## config.mk

```make
export PLATFORM = sky130hd
export DESIGN_NAME = scalar_kalman_sample_filter
export DESIGN_NICKNAME = d
export VERILOG_FILES = /design/src/hdl/skf_pkg.sv /design/src/hdl/scalar_kalman_sample_filter.sv /design/src/hdl/skf_div.sv
export SDC_FILE = /design/constraint.sdc
export NUM_CORES = 2
export LEC_CHECK = 0
export ABC_AREA = 1
export BUFFER_PORTS_ARGS = -buffer_cell sky130_fd_sc_hd__buf_2
export CAP_MARGIN = 25
export CELL_PAD_IN_SITES_DETAIL_PLACEMENT = 2
export CELL_PAD_IN_SITES_GLOBAL_PLACEMENT = 2
export CORE_UTILIZATION = 35
export DETAILED_ROUTE_END_ITERATION = 16
export PLACE_DENSITY_LB_ADDON = 0.05
export SLEW_MARGIN = 10
export SYNTH_ARGS = -nofsm -noshare
export SYNTH_HDL_FRONTEND = slang
export SYNTH_SLANG_ARGS = --single-unit
```

## constraint.sdc

```tcl
create_clock -name i_clk -period 16.8 [get_ports i_clk]
set_clock_uncertainty 0.05 [all_clocks]
set_input_delay 3.36 -clock i_clk [delete_from_list [all_inputs] [get_ports i_clk]]
set_output_delay 3.36 -clock i_clk [all_outputs]
set_load 0.01 [all_outputs]
```

## src/hdl/skf_pkg.sv

```systemverilog
`default_nettype none
// ----------------------------------------------------------------------------
// skf_pkg
// Widths, register codes and fixed-point helpers shared by the scalar
// Kalman sample filter and its divider.
// ----------------------------------------------------------------------------
package skf_pkg;

    localparam int SAMPLE_W  = 16;
    localparam int FRAC_W    = 32;
    localparam int REG_W     = 32;
    localparam int PRED_W    = FRAC_W + 1;
    localparam int DEN_W     = FRAC_W + 2;
    localparam int GAIN_W    = FRAC_W + 1;
    localparam int MUL_W     = 2 * GAIN_W;
    localparam int CNT_W     = $clog2(FRAC_W + 1);
    localparam int CFG_IDX_W = 2;
    localparam int ALIGN_L   = (FRAC_W >= REG_W) ? FRAC_W - REG_W : 0;
    localparam int ALIGN_R   = (FRAC_W >= REG_W) ? 0 : REG_W - FRAC_W;

    typedef logic [SAMPLE_W-1:0]  t_sample;
    typedef logic [REG_W-1:0]     t_reg;
    typedef logic [FRAC_W-1:0]    t_frac;
    typedef logic [PRED_W-1:0]    t_pred;
    typedef logic [DEN_W-1:0]     t_den;
    typedef logic [GAIN_W-1:0]    t_gain;
    typedef logic [MUL_W-1:0]     t_prod;
    typedef logic [CFG_IDX_W-1:0] t_cfg_idx;

    localparam t_cfg_idx CFG_PROCESS_NOISE     = t_cfg_idx'(0);
    localparam t_cfg_idx CFG_MEASUREMENT_NOISE = t_cfg_idx'(1);

    localparam t_reg PROCESS_NOISE_RST     = t_reg'(42950);
    localparam t_reg MEASUREMENT_NOISE_RST = t_reg'(21474836);

    localparam t_gain GAIN_ONE = t_gain'(1) << FRAC_W;

    // register fraction (REG_W bits) to FRAC_W fraction bits, truncating
    function automatic t_frac align_reg(input t_reg v);
        logic [FRAC_W+REG_W-1:0] w;
        w = {{FRAC_W{1'b0}}, v};
        w = w << ALIGN_L;
        w = w >> ALIGN_R;
        return w[FRAC_W-1:0];
    endfunction

endpackage
`default_nettype wire

```

## src/hdl/scalar_kalman_sample_filter.sv

```systemverilog
`default_nettype none
// ----------------------------------------------------------------------------
// scalar_kalman_sample_filter
// One-dimensional Kalman filter over unsigned samples, 32-bit fixed point.
// ----------------------------------------------------------------------------
// Each accepted sample gives one filtered sample. An accepted item passes the
// prediction and divider start steps, waits on the restoring divider that
// forms the gain (33 quotient bits at one per cycle, then its done flag), and
// then the multiply, estimate and done steps on one shared multiplier and the
// update logic load its result into the output register. The input is ready
// again only after that, so no new item is taken before the last is through;
// a result left waiting in the output register holds the next item only at its
// final step. The user must write noise registers through the configuration
// port only while no item is in flight; the block itself does not enforce it.
// ----------------------------------------------------------------------------
module scalar_kalman_sample_filter (
    input  wire                 i_clk,
    input  wire                 i_rst_n,
    input  wire                 i_valid,
    output logic                o_ready,
    input  skf_pkg::t_sample    i_sample,
    output logic                o_valid,
    input  wire                 i_ready,
    output skf_pkg::t_sample    o_filtered,
    input  wire                 i_cfg_valid,
    output logic                o_cfg_ready,
    input  skf_pkg::t_cfg_idx   i_cfg_index,
    input  skf_pkg::t_reg       i_cfg_data
);
    import skf_pkg::*;

    localparam logic [2:0] S_IDLE  = 3'd0;
    localparam logic [2:0] S_PRED  = 3'd1;
    localparam logic [2:0] S_DIVS  = 3'd2;
    localparam logic [2:0] S_DIV   = 3'd3;
    localparam logic [2:0] S_MULC  = 3'd4;
    localparam logic [2:0] S_EST   = 3'd5;
    localparam logic [2:0] S_DONE  = 3'd6;

    logic [2:0] r_state, n_state;
    t_reg       r_q, n_q;
    t_reg       r_r, n_r;
    logic       r_started, n_started;
    t_sample    r_est, n_est;
    t_frac      r_cov, n_cov;
    t_sample    r_sample, n_sample;
    t_sample    r_mag, n_mag;
    logic       r_neg, n_neg;
    t_pred      r_pred, n_pred;
    t_gain      r_gain, n_gain;
    t_prod      r_prod, n_prod;
    t_sample    r_out, n_out;
    logic       r_out_valid, n_out_valid;

    logic                w_div_start;
    logic                w_div_done;
    t_gain               w_div_quot;
    t_den                w_den;
    t_gain               w_mul_a;
    t_gain               w_mul_b;
    t_sample             w_corr;
    logic                w_rest;
    logic [FRAC_W+1:0]   w_cov_hi;

    skf_div u_div (
        .i_clk   (i_clk),
        .i_rst_n (i_rst_n),
        .i_start (w_div_start),
        .i_num   (r_pred),
        .i_den   (w_den),
        .o_done  (w_div_done),
        .o_quot  (w_div_quot)
    );

    assign o_ready     = (r_state == S_IDLE);
    assign o_cfg_ready = 1'b1;
    assign o_valid     = r_out_valid;
    assign o_filtered  = r_out;

    assign w_div_start = (r_state == S_DIVS);
    assign w_den       = DEN_W'(r_pred) + DEN_W'(align_reg(r_r));

    // shared multiplier: gain * |difference|, then (1 - gain) * predicted
    assign w_mul_a = (r_state == S_MULC) ? r_gain : GAIN_ONE - r_gain;
    assign w_mul_b = (r_state == S_MULC) ? GAIN_W'(r_mag) : GAIN_W'(r_pred);

    assign w_corr   = r_prod[FRAC_W +: SAMPLE_W];
    assign w_rest   = |r_prod[FRAC_W-1:0];
    assign w_cov_hi = r_prod[MUL_W-1:FRAC_W];

    always_comb begin
        n_state     = r_state;
        n_q         = r_q;
        n_r         = r_r;
        n_started   = r_started;
        n_est       = r_est;
        n_cov       = r_cov;
        n_sample    = r_sample;
        n_mag       = r_mag;
        n_neg       = r_neg;
        n_pred      = r_pred;
        n_gain      = r_gain;
        n_prod      = r_prod;
        n_out       = r_out;
        n_out_valid = r_out_valid;

        if (i_cfg_valid) begin
            case (i_cfg_index)
                CFG_PROCESS_NOISE:     n_q = i_cfg_data;
                CFG_MEASUREMENT_NOISE: n_r = i_cfg_data;
                default: ;
            endcase
        end

        if (r_out_valid && i_ready) begin
            n_out_valid = 1'b0;
        end

        case (r_state)
            S_IDLE: begin
                if (i_valid) begin
                    n_sample = i_sample;
                    if (!r_started) begin
                        n_est     = '0;
                        n_cov     = '0;
                        n_started = 1'b1;
                    end
                    n_state = S_PRED;
                end
            end
            S_PRED: begin
                n_pred  = PRED_W'(r_cov) + PRED_W'(align_reg(r_q));
                n_neg   = r_sample < r_est;
                n_mag   = (r_sample < r_est) ? r_est - r_sample : r_sample - r_est;
                n_state = S_DIVS;
            end
            S_DIVS: begin
                n_state = S_DIV;
            end
            S_DIV: begin
                if (w_div_done) begin
                    n_gain  = w_div_quot;
                    n_state = S_MULC;
                end
            end
            S_MULC: begin
                n_prod  = MUL_W'(w_mul_a) * MUL_W'(w_mul_b);
                n_state = S_EST;
            end
            S_EST: begin
                if (r_neg) begin
                    n_est = r_est - w_corr - SAMPLE_W'(w_rest);
                end else begin
                    n_est = r_est + w_corr;
                end
                n_prod  = MUL_W'(w_mul_a) * MUL_W'(w_mul_b);
                n_state = S_DONE;
            end
            S_DONE: begin
                n_cov = (|w_cov_hi[FRAC_W+1:FRAC_W]) ? '1 : w_cov_hi[FRAC_W-1:0];
                if (!r_out_valid || i_ready) begin
                    n_out       = r_est;
                    n_out_valid = 1'b1;
                    n_state     = S_IDLE;
                end
            end
            default: begin
                n_state = S_IDLE;
            end
        endcase
    end

    always_ff @(posedge i_clk) begin
        if (!i_rst_n) begin
            r_state     <= S_IDLE;
            r_q         <= PROCESS_NOISE_RST;
            r_r         <= MEASUREMENT_NOISE_RST;
            r_started   <= 1'b0;
            r_est       <= '0;
            r_cov       <= '0;
            r_out_valid <= 1'b0;
        end else begin
            r_state     <= n_state;
            r_q         <= n_q;
            r_r         <= n_r;
            r_started   <= n_started;
            r_est       <= n_est;
            r_cov       <= n_cov;
            r_out_valid <= n_out_valid;
        end
        r_sample <= n_sample;
        r_mag    <= n_mag;
        r_neg    <= n_neg;
        r_pred   <= n_pred;
        r_gain   <= n_gain;
        r_prod   <= n_prod;
        r_out    <= n_out;
    end

    a_busy_after_accept: assert property (@(posedge i_clk) disable iff (!i_rst_n)
        i_valid && o_ready |=> !o_ready)
        else $error("input ready right after an accepted item");

    a_div_done_in_div: assert property (@(posedge i_clk) disable iff (!i_rst_n)
        w_div_done |-> r_state == S_DIV)
        else $error("divider finished outside the division step");

    a_gain_le_one: assert property (@(posedge i_clk) disable iff (!i_rst_n)
        r_state == S_MULC |-> r_gain <= GAIN_ONE)
        else $error("gain above one");

    a_started_sticky: assert property (@(posedge i_clk) disable iff (!i_rst_n)
        r_started |=> r_started)
        else $error("started flag dropped");

    a_started_in_flight: assert property (@(posedge i_clk) disable iff (!i_rst_n)
        r_state != S_IDLE |-> r_started)
        else $error("item in flight without started flag");

endmodule
`default_nettype wire

```

## src/hdl/skf_div.sv

```systemverilog
`default_nettype none
// ----------------------------------------------------------------------------
// skf_div
// Restoring fractional divider: floor(num * 2^FRAC_W / den) for num <= den,
// one quotient bit per cycle, FRAC_W + 1 steps. A zero divisor gives zero.
// ----------------------------------------------------------------------------
module skf_div (
    input  wire             i_clk,
    input  wire             i_rst_n,
    input  wire             i_start,
    input  skf_pkg::t_pred  i_num,
    input  skf_pkg::t_den   i_den,
    output logic            o_done,
    output skf_pkg::t_gain  o_quot
);
    import skf_pkg::*;

    logic             r_busy, n_busy;
    logic             r_done, n_done;
    logic [CNT_W-1:0] r_cnt, n_cnt;
    t_den             r_rem, n_rem;
    t_den             r_den, n_den;
    t_gain            r_quot, n_quot;
    logic             r_zero, n_zero;

    logic [DEN_W:0]   w_trial;
    logic             w_ge;

    always_comb begin
        w_trial = (r_cnt == '0) ? {1'b0, r_rem} : {r_rem, 1'b0};
        w_ge    = w_trial >= {1'b0, r_den};

        n_busy = r_busy;
        n_done = 1'b0;
        n_cnt  = r_cnt;
        n_rem  = r_rem;
        n_den  = r_den;
        n_quot = r_quot;
        n_zero = r_zero;

        if (i_start) begin
            n_busy = 1'b1;
            n_cnt  = '0;
            n_rem  = DEN_W'(i_num);
            n_den  = i_den;
            n_quot = '0;
            n_zero = (i_den == '0);
        end else if (r_busy) begin
            n_rem  = w_ge ? t_den'(w_trial - {1'b0, r_den}) : w_trial[DEN_W-1:0];
            n_quot = {r_quot[GAIN_W-2:0], w_ge};
            n_cnt  = r_cnt + 1'b1;
            if (r_cnt == CNT_W'(FRAC_W)) begin
                n_busy = 1'b0;
                n_done = 1'b1;
            end
        end
    end

    always_ff @(posedge i_clk) begin
        if (!i_rst_n) begin
            r_busy <= 1'b0;
            r_done <= 1'b0;
            r_cnt  <= '0;
        end else begin
            r_busy <= n_busy;
            r_done <= n_done;
            r_cnt  <= n_cnt;
        end
        r_rem  <= n_rem;
        r_den  <= n_den;
        r_quot <= n_quot;
        r_zero <= n_zero;
    end

    assign o_done = r_done;
    assign o_quot = r_zero ? '0 : r_quot;

endmodule
`default_nettype wire

```

---- Word level (Yosys, flattened, before mapping) ----
Cells that the tools add are included.
word-level totals
  output and inout bits ................... 19
  flip-flop bits (word level) ............. 408
operators by class
  add/sub/neg operators ................... 10
  $mul .................................... 1
  eq/ne operators ......................... 12
  reduce and logical (&&, ||, !) cells .... 23
  multiplexer cells ....................... 26
  bitwise gates (word level) .............. 2
  magnitude comparators ................... 2
operator list
  kind                                              number
  33-bit 2-to-1 mux                                 4
  32-bit 2-to-1 mux                                 3
  33-bit by 33-bit multiplier with 66-bit output    1
  16-bit 2-to-1 mux                                 4
  32-bit case mux with 2 select lines               1
  16-bit subtractor                                 3
  35-bit by 34-bit >= comparator with 1-bit output  1
  35-bit 2-to-1 mux                                 1
  33-bit by 32-bit adder with 34-bit output         1
  34-bit logical NOT                                1
  34-bit 2-to-1 mux                                 1
  34-bit subtractor                                 1
  32-bit by 32-bit adder with 33-bit output         1
  33-bit subtractor, first input constant           1
  16-bit case mux with 2 select lines               1
  32-bit OR reduction                               1
  3-bit case mux with 7 select lines                1
  16-bit adder                                      1
  16-bit less-than comparator                       1
  16-bit by 1-bit subtractor with 16-bit output     1
  2-bit AND reduction                               5
  3-bit == test, second input constant              3
  3-bit 2-to-1 mux                                  3
  3-bit AND reduction                               3
  other kinds (18)                                  32

---- Longest topological paths before layout ----
  depth in word-level cells ............... 6
  depth in mapped cells ................... 45
  gate-level depth less buffers ........... 42

---- Hierarchy ----
Synthesis repeated with hierarchy kept, for this count alone.
unflattened totals
  cell total of the unflattened synthesis .. 7873
  area, all modules ....................... 61657.9 um^2
modules (own cells, without submodules)
  module                       cells each  area each (um^2)  sequential area each (um^2)  times used
  scalar_kalman_sample_filter  6815        54229.5           7777.5                       1
  skf_div                      1058        7428.4            2882.8                       1

---- Worst setup path after synthesis ----
OpenSTA, ideal clock, no wires.
  path type ............................... register to register
  start ................................... register r_gain[0]
  end ..................................... register r_prod[60], data pin
  cell stages (with the launch flop) ...... 42
  path buffers ............................ 3
  setup slack ............................. 8.368 ns
  arrival time ............................ 8.126 ns
  library setup time ...................... 0.256 ns
  required time ........................... 16.494 ns
  cells stage by stage .................... edfxtp_1 buf_6 inv_6 clkbuf_1 ha_1 inv_2 nor2_2 nand2_1 nor2_2 nand3_1 o21ai_0 or2_2 nand2_1 inv_1 buf_2 nor2_1 fa_1 fa_1 [... 6 more ...] fa_1 inv_1 fa_1 inv_1 fa_1 inv_1 ha_1 nand2_1 nor2_1 inv_1 o21ai_0 a21oi_1 nand2_1 nand3_1 a21boi_0 nor2_1 nand2_1 nand2_1
between the ends
  word-level cells in the longest chain between the ends .. 3
ends and longest elaborated chain
  what                                                RTL line                                                                text
  start, declared                                     scalar_kalman_sample_filter.sv:50                                       t_gain r_gain, n_gain;
  start signal, assigned                              scalar_kalman_sample_filter.sv:195                                      r_gain <= n_gain;
  33-bit subtractor                                   scalar_kalman_sample_filter.sv:84                                       assign w_mul_a = (r_state == S_MULC) ? r_gain : GAIN_ONE - r_gain;
  33-bit 2-to-1 mux (*)                               scalar_kalman_sample_filter.sv:84
  33-bit by 33-bit multiplier with 66-bit output (*)  scalar_kalman_sample_filter.sv:147, scalar_kalman_sample_filter.sv:156
  end signal, assigned                                scalar_kalman_sample_filter.sv:196                                      r_prod <= n_prod;
  end, declared                                       scalar_kalman_sample_filter.sv:51                                       t_prod r_prod, n_prod;
Every way passes the cells marked *; elsewhere a longest branch is shown, timed or not.
A chain may end at the register's enable or synchronous reset.

---- Final worst setup path ----
  start ................................... register r_gain[0]
  end ..................................... register r_prod[48], data pin
The elaborated chain is that of the path after synthesis.

==> results.json <==
{
  "status": "complete, no violations",
  "dieArea_um2": 175100,
  "synth_top_area_share": 0.3187,
  "grt_antenna_before_repair": 8,
  "cts_made_buffers": 52,
  "crit_arrival_ns": 11.11,
  "initial_core_util": 0.3530,
  "start_kind": "flip-flop",
  "drt.antenna.violating_nets": 0,
  "avgRoutedWirePerCell_um": 25.39,
  "synth-seq-area-share": 0.1757,
  "postCtsSetupRepairBufs": 0,
  "critPathBufInv": 13,
  "drcViolationCount": 0,
  "period_share": 0.6370,
  "dieWidth_um": 418.4,
  "drt-initial-drc-count": 2848,
  "worstPathMaxFanout": 26,
  "dr.pass1.iters": 5,
  "tightest_slew_ns": 1.078,
  "slew_violations": 0,
  "drv_cap": 0,
  "cp_slowest_cell": "edfxtp_1",
  "dp_hpwl_um": 213000,
  "cts_buffer_depth": 3,
  "max_freq_ghz": 0.09344,
  "numPortBuffers": 72,
  "worstSetupPathType": "reg -> reg",
  "clk_pin_slew_worst_paths_ns": 0.09,
  "maxSlewHeadroom": 0.2811,
  "synth_area_um2": 60690,
  "rsz0062_at_grt": "no",
  "synth_nets": 9155,
  "yosys_warnings": 0,
  "worstSkewPairLatency_ns": 0.70,
  "core.rowCount": 152,
  "synth_cell_types": 59,
  "die_y_um": 418.4,
  "area_growth_pct": 8.036,
  "gr-total-overflow": 0,
  "wl_um": 254600,
  "grt_pass1_wl_um": 382100,
  "postCtsResizedCells": 0,
  "ys_seq_elements": 408,
  "gp_congestion": 0.9230,
  "yosysTopAreaCell": "fa_1",
  "netlist_top_cells_area": "fa_1, edfxtp_1, inv_1",
  "placeableCoreArea_um2": 171900,
  "final_nets": 9134,
  "clockRootBuffer": "clkbuf_16",
  "setup_viol": 0,
  "cts_hold_buf": 0,
  "cts_tree": "yes",
  "critical-path-top-delay-family": "adder cells",
  "crit_required_ns": 17.21,
  "hold_viol_final": 0,
  "tritoncts_num_sinks": 408,
  "syn_inst": 7694,
  "viasPerCell": 5.191,
  "tns_ns": 0,
  "crit_top_cell": "inv_1",
  "avgSynthCellArea_um2": 7.888,
  "drive_above_1_share": 0.04485,
  "grt_pass1_vias": 58760,
  "period_needed_ns": 10.70,
  "cp_slowest_stage_delay_ns": 0.66,
  "vias": 52040,
  "hold_class": "reg -> reg",
  "io-pin-count": 74,
  "grt_use_total": 0.2941,
  "grt_max_degree": 79,
  "h-tree-depth": 2,
  "crit_path_end_kind": "flip-flop"
}
==> worst reg2reg max path, delay by kind of cell (launching register included) <==
family	cells	cell delay, ns
AO/OA/AOI/OAI	1	0.66
AND/OR/NAND/NOR	17	2.46
buffers and inverters	13	1.92
flip-flops	1	0.66
adder cells (fa/ha/maj)	10	4.76
==> cell families after synthesis <==
| family | after synthesis | share of synthesized area |
|---|---|---|
| buffers and inverters | 1884 | 0.1190 |
| xor gates and xnor gates | 139 | 0.02006 |
| AOI/OAI and AO/OA | 904 | 0.08053 |
| adders and majority gates | 1406 | 0.4094 |
| muxes | 4 | 0.0006598 |
| DFF | 408 | 0.1757 |
| and+or+nand+nor | 2948 | 0.1947 |
| other | 1 | 0.00006179 |
==> routing by layer <==
| layer | vias up | global-route usage | wire length [µm] |
|---|---|---|---|
| li1 | 23380 | - | - |
| met3 | 246 | 0.02394 | 9164 |
| met5 | - | 0 | 0 |
| met2 | 957 | 0.4891 | 119500 |
| met1 | 27460 | 0.4126 | 119400 |
| met4 | 0 | 0.07220 | 6510 |
==> synth_stat cells, drive strengths merged <==
| cell type | n |
|---|---|
| o21bai | 27 |
| a221oi | 2 |
| clkbuf | 177 |
| and3 | 1 |
| o22ai | 1 |
| or3 | 1 |
| o2111ai | 2 |
| nor2 | 1105 |
| edfxtp | 249 |
| a31oi | 28 |
| nor3 | 59 |
| or2 | 22 |
| nand3b | 13 |
| o21a | 9 |
| nand4 | 37 |
| fa | 966 |
| o41ai | 1 |
| a21boi | 7 |
| inv | 1617 |
| dfxtp | 159 |
| clkinv | 11 |
| a2111oi | 1 |
| a21o | 30 |
| o221ai | 3 |
| o21ai | 360 |
| xnor2 | 48 |
| nand3 | 219 |
| o311ai | 2 |
| a211oi | 7 |
| conb | 1 |
| nor4 | 20 |
| o211ai | 20 |
| and2 | 4 |
| ha | 440 |
| nand2 | 1464 |
| a21oi | 403 |
| xor2 | 91 |
| buf | 79 |
| mux2i | 4 |
| o31ai | 1 |
| nor3b | 3 |
==> cell type report <==
cell class,count,area [µm²]
Multi-Input combinational cell,5402,42870
Timing Repair Buffer,181,1246
Antenna cell,1,2.502
Sequential cell,408,10660
Fill cell,19840,106400
Tap cell,2310,2890
Clock buffer,69,1456
Clock inverter,27,320.3
Inverter,1628,6116
==> cell usage in the layout (no fill, tap or decap), types with 8 or more instances in the layout <==
cell,n
nor4_1,20
nand2_1,1456
clkbuf_1,9
o21a_1,9
inv_1,1597
buf_2,72
buf_4,105
clkinv_1,14
fa_1,966
clkinv_2,8
ha_1,440
clkbuf_16,53
nor3_1,57
dfxtp_1,158
o211ai_1,19
nand3b_1,12
o21ai_0,341
o21bai_1,27
nand3_1,216
nand4_1,36
a31oi_1,28
or2_2,19
a21oi_1,403
edfxtp_1,249
nor2_1,1091
o21ai_1,10
xor2_1,90
o21ai_2,9
xnor2_1,48
inv_2,19
a21o_1,30
==> state kept, by name (all words and copies together) (netlist names), 32 cells and up <==
| register | flops |
|---|---|
| r_prod | 66 |
| u_div.r_den | 34 |
| u_div.r_rem | 34 |
| r_gain | 33 |
| r_pred | 33 |
| u_div.r_quot | 33 |
| r_cov | 32 |
| r_q | 32 |
| r_r | 32 |
==> path summary, 6_finish.rpt <==
kind | startpoint | endpoint | slack [ns] | cells past startpoint
worst min register to register | r_cov[8] | r_cov[8] | 0.43 | 2
worst max-delay path | r_gain[0] | r_prod[48] | 6.10 | 41
worst max register to register | r_gain[0] | r_prod[48] | 6.10 | 41
worst min-delay path | r_cov[8] | r_cov[8] | 0.43 | 2
==> stage by stage <==
stage	worst slack, ns	utilization	hold slack, ns	area, µm²	instances
6_report	6.098	0.3814	0.4270	65570	10030
5_1_grt	5.560	0.3813	0.4474	65560	10030
4_1_cts	6.105	0.3811	0.4286	65520	10020
3_5_place_dp	6.155	0.3708	0.4183	63740	9927
3_3_place_gp	6.234	0.3704	0.3989	63690	9925
2_1_floorplan	8.368	-	0.3854	60690	7694
Power is left out: the tool's default activity adds up to more than one toggle a clock period on the data nets, which glitch-free logic cannot reach.
